**src/rtl/lz77_token_decompressor_assert.svh**
```systemverilog
// Assertion macros shared by the lz77 token decompressor RTL
`ifndef LZ77_TOKEN_DECOMPRESSOR_ASSERT_SVH
`define LZ77_TOKEN_DECOMPRESSOR_ASSERT_SVH

// Same-cycle implication, sampled on clk, off while arst_n is low
`define LZ77TD_ASSERT_NOW(label, ante, cons, msg) \
	label: assert property (@(posedge clk) disable iff (!arst_n) (ante) |-> (cons)) \
		else $error(msg);

// Next-cycle implication, sampled on clk, off while arst_n is low
`define LZ77TD_ASSERT_NEXT(label, ante, cons, msg) \
	label: assert property (@(posedge clk) disable iff (!arst_n) (ante) |=> (cons)) \
		else $error(msg);

`endif

```
**src/rtl/lz77td_pkg.sv**
```systemverilog
// Shared types and constants for the lz77 token decompressor
`timescale 1ns / 1ps

package lz77td_pkg;

	// History window and token format
	localparam int WINDOW_DEPTH = 512;
	localparam int HIST_AW      = $clog2(WINDOW_DEPTH);
	localparam int LENGTH_BITS  = 7;
	localparam int OFFSET_BITS  = 16 - LENGTH_BITS;

	// Output counter and limit register
	localparam int COUNT_W = 20;
	localparam logic [COUNT_W-1:0] COUNT_MAX   = '1;
	localparam logic [COUNT_W-1:0] LIMIT_RESET = COUNT_W'(65536);

	localparam logic [LENGTH_BITS-1:0] MIN_MATCH = LENGTH_BITS'(3);
	localparam logic [7:0] LIT_FLAG = 8'h80;
	localparam logic [7:0] LIT_MASK = 8'h7F;

	// Command queue between parser and executor
	localparam int Q_DEPTH = 4;
	localparam int Q_AW    = $clog2(Q_DEPTH);

	typedef enum logic [1:0] {
		CMD_HOLD,
		CMD_LIT,
		CMD_MATCH
	} cmd_kind_t;

	// One parsed item: code is the literal or the next byte of a match
	typedef struct packed {
		cmd_kind_t   kind;
		logic        start;
		logic [7:0]  code;
		logic [15:0] word;
	} cmd_t;

	typedef struct packed {
		logic [7:0] code_byte;
		logic       stream_start;
	} in_item_t;

	typedef struct packed {
		logic [7:0] out_byte_first;
		logic [7:0] out_byte_second;
		logic [1:0] byte_count;
		logic       last_of_run;
		logic       error_flag;
	} out_item_t;

endpackage

```
**src/rtl/lz77td_front.sv**
```systemverilog
// Token parser: accepts compressed bytes and turns them into commands
`timescale 1ns / 1ps

module lz77td_front import lz77td_pkg::*; (
	input  logic     clk,
	input  logic     arst_n,
	input  logic     in_valid,
	output logic     in_ready,
	input  in_item_t in_item,
	input  logic     q_full,
	output logic     q_push,
	output cmd_t     q_cmd
);

	typedef enum logic [1:0] {
		PH_FIRST,
		PH_SECOND,
		PH_NEXT
	} phase_t;

	phase_t     phase_q, phase_d;
	logic [7:0] first_q;
	logic [7:0] second_q;
	phase_t     cur_phase;
	logic       take_first;
	logic       take_second;

	assign in_ready = !q_full;
	assign q_push   = in_valid && !q_full;

	// Classify the byte against the current parse phase
	always_comb begin
		cur_phase   = in_item.stream_start ? PH_FIRST : phase_q;
		phase_d     = PH_FIRST;
		take_first  = 1'b0;
		take_second = 1'b0;
		q_cmd.kind  = CMD_HOLD;
		q_cmd.start = in_item.stream_start;
		q_cmd.code  = in_item.code_byte;
		q_cmd.word  = {first_q, second_q};
		case (cur_phase)
			PH_SECOND: begin
				take_second = 1'b1;
				phase_d     = PH_NEXT;
			end
			PH_NEXT: begin
				q_cmd.kind = CMD_MATCH;
			end
			default: begin
				if ((in_item.code_byte & LIT_FLAG) != 8'h00) begin
					q_cmd.kind = CMD_LIT;
					q_cmd.code = in_item.code_byte & LIT_MASK;
				end else begin
					take_first = 1'b1;
					phase_d    = PH_SECOND;
				end
			end
		endcase
	end

	// Phase and held header bytes
	always_ff @(posedge clk or negedge arst_n) begin
		if (!arst_n) begin
			phase_q  <= PH_FIRST;
			first_q  <= 8'h00;
			second_q <= 8'h00;
		end else if (q_push) begin
			phase_q <= phase_d;
			if (take_first) first_q <= in_item.code_byte;
			if (take_second) second_q <= in_item.code_byte;
		end
	end

endmodule

```
**config.mk**
```make
export PLATFORM = sky130hd
export DESIGN_NAME = lz77td_front
export DESIGN_NICKNAME = d
export VERILOG_FILES = /design/src/rtl/lz77_token_decompressor_assert.svh /design/src/rtl/lz77td_pkg.sv /design/src/rtl/lz77td_front.sv
export SDC_FILE = /design/constraint.sdc
export NUM_CORES = 1
export LEC_CHECK = 0
export ABC_AREA = 1
export BUFFER_PORTS_ARGS = -buffer_cell sky130_fd_sc_hd__buf_2
export CAP_MARGIN = 0
export CORE_MARGIN = 1
export CORE_UTILIZATION = 47
export CTS_CLUSTER_DIAMETER = 40
export DETAILED_ROUTE_END_ITERATION = 8
export PLACE_DENSITY = 0.82
export SLEW_MARGIN = 25
export SYNTH_ARGS = -nofsm -noshare
export SYNTH_HDL_FRONTEND = slang
export SYNTH_SLANG_ARGS = --single-unit
```
**constraint.sdc**
```tcl
create_clock -name clk -period 2.2 [get_ports clk]
set_input_delay 0.44 -clock clk [delete_from_list [all_inputs] [get_ports clk]]
set_output_delay 0.44 -clock clk [all_outputs]
set_load 0.1 [all_outputs]
```
==> out/summary.json <==
{
  "clock_network": {
    "cts.htree.levels": 1,
    "clock-root-buffer": "clkbuf_4",
    "clock-sinks": 18,
    "cts_tree": "yes",
    "worst_skew_pair_latency_ns": 0.29,
    "cts.path.max_buffers": 2,
    "postCtsSetupBuffers": 0,
    "cts_buffers": 3,
    "clkSlewWorstSetupHoldPaths_ns": 0.10
  },
  "cells_and_area": {
    "highest_count_cells_in_the_layout_ignoring_fill_and_taps": "40 x nand2_1, 39 x buf_2, 18 x dfrtp_1",
    "layout.nets": 150,
    "fillerInstances": 125,
    "n_antenna_cell": 0,
    "layout.cells.most_common": "nand2_1",
    "drive_gt1_share_pct": 39.6,
    "areaGrowthSynthToFinish_pct": 30.3
  },
  "power": {
    "max-vdd-ir-drop_mv": 0.788,
    "pwr_density_cell_nw_per_um2": 1370,
    "static-leakage-power_nw": 0.656
  },
  "place": {
    "io_buffer_count": 41,
    "place_hpwl_um": 1350,
    "routabilityCongestion": 0.736
  },
  "routing": {
    "drtIter0Drc": 25,
    "drt.antenna.violating_nets": 0,
    "detail_route.wl_per_cell_um": 11.6,
    "num_vias": 724,
    "drt-pass1-iter-count": 6,
    "vias_per_cell": 4.58,
    "detail_route.drc_violations": 0,
    "routed_wl_um": 1830
  },
  "synth": {
    "syn_nets": 112,
    "synth_area_per_cell_um2": 8.76,
    "synth.yosys.seq_area_share_pct": 53.0,
    "ff_latch_count_synth": 18,
    "netlist_instances": 97,
    "post_synth_instance_area_um2": 850,
    "synthesis.yosys.warnings": 0,
    "netlist-cell-type-count": 13
  },
  "timing": {
    "timing.final.setup_violations": 0,
    "max-slew-margin-rel_pct": 67.1,
    "rsz0062_at_grt": "no",
    "min_period_ns": 2.01,
    "period_utilisation_layout_pct": 91.5,
    "finalHoldViolations": 0,
    "timing.clock.skew_ns": 0.00194,
    "worst_tran_pin_value_ns": 0.497,
    "final.hold.worst_slack_ns": 0.0492,
    "maxClockFrequency_mhz": 497,
    "final.setup.tns_ns": 0,
    "slew_violations": 0
  },
  "global_routing": {
    "grtUsageTotal_pct": 21.8,
    "grt_pass1_vias": 677,
    "grt_max_degree": 19,
    "number_of_antenna_violations_at_the_first_check_in_global_routing": 0,
    "grt-ovfl-total": 0,
    "grt_pass1_wl_um": 3100
  },
  "worst_setup_path": {
    "critPathTopFamily": "buffers and inverters",
    "cp.required_ns": 1.76,
    "critical_path.endpoint_type": "output port",
    "worst_r2r_endpoint": "first_q[5]$_DFFE_PN0P_",
    "cp_num_buf_inv": 4,
    "worst_path_largest_cell_delay_ns": 0.35,
    "timing.reg2reg.worst_path_depth": 9,
    "rr_startpoint": "phase_q[0]$_DFFE_PN0P_",
    "path_cells": "inv_1, nor2_1, inv_1, ha_4, nand2_1, inv_1, buf_12",
    "crit_fanout": 3,
    "startpoint_type": "register",
    "critical_path.slowest_cell": "dfrtp_1",
    "regToRegSetupSlack_ns": 0.62,
    "worst_ep_arrival_time_ns": 1.57,
    "critPathKind": "register to output port",
    "timing.critical_path.mode_cell": "inv_1"
  },
  "run_status": {
    "status": "finished clean"
  },
  "die": {
    "core.rowCount": 14,
    "ioPinCount": 42,
    "floorplan.core_area_um2": 1590,
    "area_of_the_die_um2": 1980,
    "die_span_in_y_um": 44.5,
    "starting_utilization_of_the_core_area_pct": 53.3,
    "die_width_um": 44.5
  },
  "worst_hold_path": {
    "timing.hold.worst.class": "input pin to asynchronous set/reset pin"
  },
  "flow_run": {
    "max-cap-violations": 0
  }
}
## how the worst max path moves through the flow
stage	cells past startpoint	end	from
6_report	7	q_cmd[25]	phase_q[0]$_DFFE_PN0P_
5_1_grt	7	q_cmd[25]	phase_q[0]$_DFFE_PN0P_
4_1_cts	6	q_cmd[23]	phase_q[0]$_DFFE_PN0P_
3_5_place_dp	6	q_cmd[23]	in_item[0]
3_3_place_gp	6	q_cmd[23]	in_item[0]
2_1_floorplan	4	q_cmd[23]	in_item[0]
## worst reg2reg max path: cells and delay by family, from the launching register on
family	cells	cell delay, ns
buffers and inverters	3	0.23
AND/OR/NAND/NOR	5	0.61
flip-flops	1	0.35
adder cells (fa/ha/maj)	1	0.29
## synth_stat cells
cell type	n	area share (%)
inv_1	10	4.4
nand3_1	7	4.1
ha_1	2	2.9
nor2_1	3	1.3
a21boi_0	1	0.88
nand2_4	1	1.3
nand2_2	1	0.74
dfrtp_1	18	53
o21ai_0	2	1.2
buf_4	8	7.1
buf_6	1	1.3
nor2_4	3	4.0
nand2_1	40	18
## report_power, final
group	internal (mW)	total, mW	switching, mW
combinational	0.124	0.877	0.752
sequential	0.404	0.439	0.0349
clock	0.101	0.203	0.102
## layout make-up
class                      count  area [um2]  area share [%]
clock buffer                   4        36.3            3.28
sequential                    18         450            40.7
tap                           24        30.0            2.71
inverter                      10        37.5            3.39
timing repair buffer          42         243            21.9
multi-input combinational     60         310            28.0
## layer usage
layer / vias to the layer above / routed length, um / GRT usage [%]
li1: 362 / - / -
met1: 327 / 776 / 29.1
met2: 32 / 945 / 35.0
met5: - / 0 / 0
met4: 0 / 18 / 9.09
met3: 3 / 91 / 4.08
## registers in the layout, summed over array words and instances, names as in the netlist
signal and flops:
second_q 8, phase_q 2, first_q 8
## cells by family after synthesis
group                      synth area share [%]
adders and majority gates                  2.95
buffers and inverters                      12.8
DFF                                        53.0
and+or+nand+nor                            29.2
AOI/OAI and AO/OA                          2.06
## timing repair
item                                    in CTS  in global routing
endpoints found under the setup margin       0                  1
hold buffers                                 0                  0
gates resized for setup                      0                  2
## metrics by stage
stage / instance area, um2 / cells / total power, mW / utilization, % / setup WS (ns)
floorplan: 852 / 97 / 1.18 / - / 0.00973
global placement: 1050 / 154 / 1.30 / 66.1 / 0.354
detailed placement: 1050 / 154 / 1.31 / 66.1 / 0.299
CTS: 1090 / 158 / 1.52 / 68.4 / 0.106
global route: 1110 / 158 / 1.58 / 69.5 / 0.0620
finish: 1110 / 158 / 1.52 / 69.5 / 0.187
No activity file was read; power rests on OpenSTA's default activity.
