### src/rtl/lz77_token_decompressor_assert.svh
// Assertion macros shared by the lz77 token decompressor RTL
`ifndef LZ77_TOKEN_DECOMPRESSOR_ASSERT_SVH
`define LZ77_TOKEN_DECOMPRESSOR_ASSERT_SVH

// Same-cycle implication, sampled on clk, off while arst_n is low
`define LZ77TD_ASSERT_NOW(label, ante, cons, msg) \
	label: assert property (@(posedge clk) disable iff (!arst_n) (ante) |-> (cons)) \
		else $error(msg);

// Next-cycle implication, sampled on clk, off while arst_n is low
`define LZ77TD_ASSERT_NEXT(label, ante, cons, msg) \
	label: assert property (@(posedge clk) disable iff (!arst_n) (ante) |=> (cons)) \
		else $error(msg);

`endif

### src/rtl/lz77td_pkg.sv
// Shared types and constants for the lz77 token decompressor
`timescale 1ns / 1ps

package lz77td_pkg;

	// History window and token format
	localparam int WINDOW_DEPTH = 512;
	localparam int HIST_AW      = $clog2(WINDOW_DEPTH);
	localparam int LENGTH_BITS  = 7;
	localparam int OFFSET_BITS  = 16 - LENGTH_BITS;

	// Output counter and limit register
	localparam int COUNT_W = 20;
	localparam logic [COUNT_W-1:0] COUNT_MAX   = '1;
	localparam logic [COUNT_W-1:0] LIMIT_RESET = COUNT_W'(65536);

	localparam logic [LENGTH_BITS-1:0] MIN_MATCH = LENGTH_BITS'(3);
	localparam logic [7:0] LIT_FLAG = 8'h80;
	localparam logic [7:0] LIT_MASK = 8'h7F;

	// Command queue between parser and executor
	localparam int Q_DEPTH = 4;
	localparam int Q_AW    = $clog2(Q_DEPTH);

	typedef enum logic [1:0] {
		CMD_HOLD,
		CMD_LIT,
		CMD_MATCH
	} cmd_kind_t;

	// One parsed item: code is the literal or the next byte of a match
	typedef struct packed {
		cmd_kind_t   kind;
		logic        start;
		logic [7:0]  code;
		logic [15:0] word;
	} cmd_t;

	typedef struct packed {
		logic [7:0] code_byte;
		logic       stream_start;
	} in_item_t;

	typedef struct packed {
		logic [7:0] out_byte_first;
		logic [7:0] out_byte_second;
		logic [1:0] byte_count;
		logic       last_of_run;
		logic       error_flag;
	} out_item_t;

endpackage

### src/rtl/lz77td_queue.sv
// Short command queue between the parser and the executor
`timescale 1ns / 1ps

module lz77td_queue import lz77td_pkg::*; (
	input  logic clk,
	input  logic arst_n,
	input  logic push,
	input  cmd_t push_cmd,
	output logic full,
	input  logic pop,
	output logic not_empty,
	output cmd_t head_cmd
);

	cmd_t              entry_q [Q_DEPTH];
	logic [Q_AW-1:0]   wr_ptr_q;
	logic [Q_AW-1:0]   rd_ptr_q;
	logic [Q_AW:0]     count_q;

	assign full      = count_q == (Q_AW+1)'(Q_DEPTH);
	assign not_empty = count_q != '0;
	assign head_cmd  = entry_q[rd_ptr_q];

	// Entry storage
	always_ff @(posedge clk) begin
		if (push) entry_q[wr_ptr_q] <= push_cmd;
	end

	// Pointers and fill count
	always_ff @(posedge clk or negedge arst_n) begin
		if (!arst_n) begin
			wr_ptr_q <= '0;
			rd_ptr_q <= '0;
			count_q  <= '0;
		end else begin
			if (push) wr_ptr_q <= wr_ptr_q + 1'b1;
			if (pop) rd_ptr_q <= rd_ptr_q + 1'b1;
			if (push && !pop) count_q <= count_q + 1'b1;
			else if (pop && !push) count_q <= count_q - 1'b1;
		end
	end

endmodule

### config.mk
export PLATFORM = sky130hd
export DESIGN_NAME = lz77td_queue
export DESIGN_NICKNAME = d
export VERILOG_FILES = /design/src/rtl/lz77_token_decompressor_assert.svh /design/src/rtl/lz77td_pkg.sv /design/src/rtl/lz77td_queue.sv
export SDC_FILE = /design/constraint.sdc
export NUM_CORES = 1
export LEC_CHECK = 0
export ABC_CLOCK_PERIOD_IN_PS = 2200
export BUFFER_PORTS_ARGS = -buffer_cell sky130_fd_sc_hd__buf_2
export CORE_MARGIN = 4
export CORE_UTILIZATION = 56
export CTS_BUF_LIST = sky130_fd_sc_hd__clkbuf_16
export CTS_CLUSTER_SIZE = 14
export DETAILED_ROUTE_END_ITERATION = 8
export PLACE_DENSITY_LB_ADDON = 0.3
export SLEW_MARGIN = 20
export SYNTH_ARGS = -nofsm -noshare
export SYNTH_HDL_FRONTEND = slang
export SYNTH_SLANG_ARGS = --single-unit
### constraint.sdc
create_clock -name clk -period 2.2 [get_ports clk]
set_clock_uncertainty 0.1 [all_clocks]
set_input_delay 0.22 -clock clk [delete_from_list [all_inputs] [get_ports clk]]
set_output_delay 0.22 -clock clk [all_outputs]
set_load 0.05 [all_outputs]
==> results.md <==
- Synthesis instantiated 20 different standard cells from the library.
- The synthesis warning total is 0.
- The kind of critical path is reg -> out.
- The max-slew violation total from the final report came to 0.
- The number of instances in the synthesized netlist is 175.
- The number of antenna violations at the first check in global routing is 0.
- Once detailed placement completed, the half-perimeter wirelength came to 4470 um.
- The cell chosen for the clock root is clkbuf_16.
- At the pin with the least slew margin, the transition time is 310 ps.
- Pin placement for this block handled 60 I/O pins.
- During placement, the flow inserted port buffers numbering 59.
- Counting cells, the worst reg-to-reg path comes to 4.
- Global routing consumed, over all layers together, about a fifth of the routing resources.
- Wires add up to 7820 um.
- The summed negative setup slack over all endpoints is 0 ps.
- The number of nets in the synthesized netlist is 212.
- The worst hold path terminates at wr_ptr_q[1].
- Net switching is a little over a third of the power.
- The share of the core filled with cells in the final layout is 77.2%.
- The number of iterations in the first detailed-routing pass is 4.
- The worst register-to-register path ends at entry_q[0][3].
- For this design, the sink count on the clock tree is 115.
- Global routing finished with a remaining overflow of 0.
- The critical path capture point type is a primary output.
- Power spread over the standard cell area amounts to ~1600 mW/mm^2.
- Sorting the synthesized cells by area gives the leading types as edfxtp_1 75%, mux4_2 14%, dfrtp_1 4.1%, ha_1 1.5%, xor2_1 0.81%.
- The die is ~96 um wide.
- The max-capacitance violation count is 0.
- The worst path meets setup with around 130 ps of slack.
- STA classifies the critical path startpoint as a register.
- The via count is between 2000 and 2500.
- The standby leakage power is 0.00208 uW.
- Measured against its own limit, the worst slew margin works out to 79.4%.
- The floorplan step set the die height to approximately 96 um.
- The total of endpoints with negative setup slack in the final report is 0.
- The run finished with clean final reports.
- The area of the mapped netlist is approximately 0.0043 mm^2.
- In this run the most critical hold path is launched from push.
- In this run the core area contains 31 standard-cell rows.
- The reported net switching power is 3150 uW.
- The biggest area contributor in the post-synthesis netlist is edfxtp_1.
- Along the worst path, the maximum fanout reaches 8.
- Based on the critical path, the design can be clocked at up to 0.482 GHz.
- Using the TritonRoute via totals, the vias-per-cell ratio works out to between 5 and 6.
- Of the available clock period, the critical path in the final layout requires between 90% and 100%.
- The clock network fraction of design power is 31.3%.
- Dividing the synthesized area by the synthesized cell count gives roughly 25 um^2.
- The worst hold path was traced through 2 stages.
- The first global-routing pass estimated ~13000 um of wire.
- After detailed routing, the average wire length per cell comes to around 20 um.
- The number of global-route vias before repair is 2303.
- The worst setup slack before clock tree synthesis is 364 ps.
- The number of nets with antenna violations after detailed routing is 0.
- The initial utilization of the core area, before any placement, comes to 58.4%.
- For the worst setup path, the data required time is 1880 ps.
- The die covers 0.00915 mm^2.
- The worst-case clock buffer depth is 2.
- The hold slack is 20.8 ps.
- The sequential fraction of the synthesis area is 79.5%.
- The design internal power is 5790 uW.
- The synthesized design devotes to its leading area cell type 75.4% of total area.
- The clock tree from TritonCTS is built.
- Setup repair after global routing left no endpoint under its margin.
- Clock latency on the worst-skew pair, taken at its later pin, is 390 ps.
- Combinational logic burns 34.5% of the power.
- The final RePlAce weighted congestion is between 0.6 and 0.7.
- Sequential cells account for about a third of the total power.
- The signal arrival time at the worst endpoint is between 1500 and 2000 ps.
- In this run the standard cell core region covers 0.00737 mm^2.
- The number of CTS-inserted buffers is 17.
- The worst reg2reg path startpoint is wr_ptr_q[0].
- For flop-to-flop paths, the worst setup slack is 650 ps.
- The pin count of the biggest net entering global routing is 25.
- The synthesized design contains approximately 120 register bits.
- In this run the worst hold path is classified as in -> reg.
- After detailed routing, the number of remaining DRC violations is 0.
- The deepest level of the CTS H-tree is 4.
- Counting I/O delays and the setup requirement, the final critical path takes 2070 ps.
- The post-layout net count is 325.
- The number of endpoints with negative hold slack in the final report came to 0.
- 0 antenna diodes ended up in the layout.
- The area growth from synthesis to layout is 32.4%.
- The peak supply drop is 1.10 mV.
- Clock-pin slew was measured on the worst setup and hold paths at 50 ps.
- The design draws just under 9000 uW.
- The count of routing violations after the opening detailed-route iteration is 114.
- The layout cell share with drive strength beyond 1 is a little over two fifths.
synth_stat cells:
master      n
dfrtp_1     7
nor3b_1     1
o21ai_0     1
mux4_2     26
nand2_1     2
mux2_2      1
inv_1       4
and2_1      4
xor2_1      4
buf_12      1
buf_4       1
buf_2       3
xnor2_1     2
fa_1        1
edfxtp_1  108
buf_6       1
mux4_1      1
or3_1       1
ha_1        5
nor2_1      1
placed cells by master, fill, tap and decap left out, drive strengths merged, types with 3 or more instances in the layout:
cell type / instances
edfxtp: 108
buf: 71
dlygate4sd3: 29
mux4: 27
clkbuf: 17
dfrtp: 7
inv: 6
clkinv: 6
ha: 5
and2: 4
xor2: 4
bufinv: 4
clkinvlp: 3
through the flow:
step                instances  area (um^2)
floorplan                 175         4300
global placement          338         4770
detailed placement        338         4770
CTS                       400         5690
global route              400         5690
finish                    400         5690
how the worst max path moves through the flow:
stage / startpoint / endpoint / slack (ps)
2_1_floorplan: count_q[0] / full / 290
3_3_place_gp: rd_ptr_q[0] / head_cmd[20] / 350
3_5_place_dp: rd_ptr_q[0] / head_cmd[20] / 360
4_1_cts: rd_ptr_q[0] / head_cmd[2] / 90
5_1_grt: rd_ptr_q[0] / head_cmd[20] / 50
6_report: rd_ptr_q[0] / head_cmd[20] / 130
final cells by class:
cell class                 count  area [um^2]
multi-input combinational     50          813
tap                           99          124
fill                         417         1680
inverter                       4         15.0
sequential                   115         3420
clock inverter                15          190
clock buffer                  17          425
timing repair buffer         100          704
registers in the layout (all words and copies together) (netlist names):
register and count:
entry_q 108, count_q 3, rd_ptr_q 2, wr_ptr_q 2
routing by layer:
layer	GRT usage (%)	vias up	wire (um)
met5	0	-	0
met4	7.11	0	121
met3	7.26	12	311
met2	31.4	50	4160
met1	25.1	1098	3230
li1	-	960	-
power by group through the flow:
| stage | Sequential (uW) | Combinational, uW | Clock (uW) |
|---|---|---|---|
| floorplan | 3020 | 2420 | 0 |
| global placement | 3090 | 3000 | 0 |
| detailed placement | 3100 | 3030 | 0 |
| CTS | 3060 | 3140 | 2840 |
| global route | 3100 | 3260 | 2960 |
| finish | 3050 | 3090 | 2800 |
kinds of logic after synthesis:
family	after synthesis	synth area share [%]
and+or+nand+nor	9	1.16
buffers and inverters	10	1.60
DFF	115	79.5
AOI/OAI and AO/OA	1	0.116
xor gates and xnor gates	6	1.22
adders and majority gates	6	1.92
muxes	28	14.5
timing repair:
item,CTS,global route
resized for setup,1,0
endpoints found under the hold margin,116,0
buffers inserted,1,0
hold buffers,29,0
setup endpoints to repair,16,0
worst max-delay path, stage by stage (launching register included):
cell     delay [ps]
dfrtp_2         410
buf_6           180
mux4_1          550
buf_2           230
No activity file was read; power rests on OpenSTA's default activity.
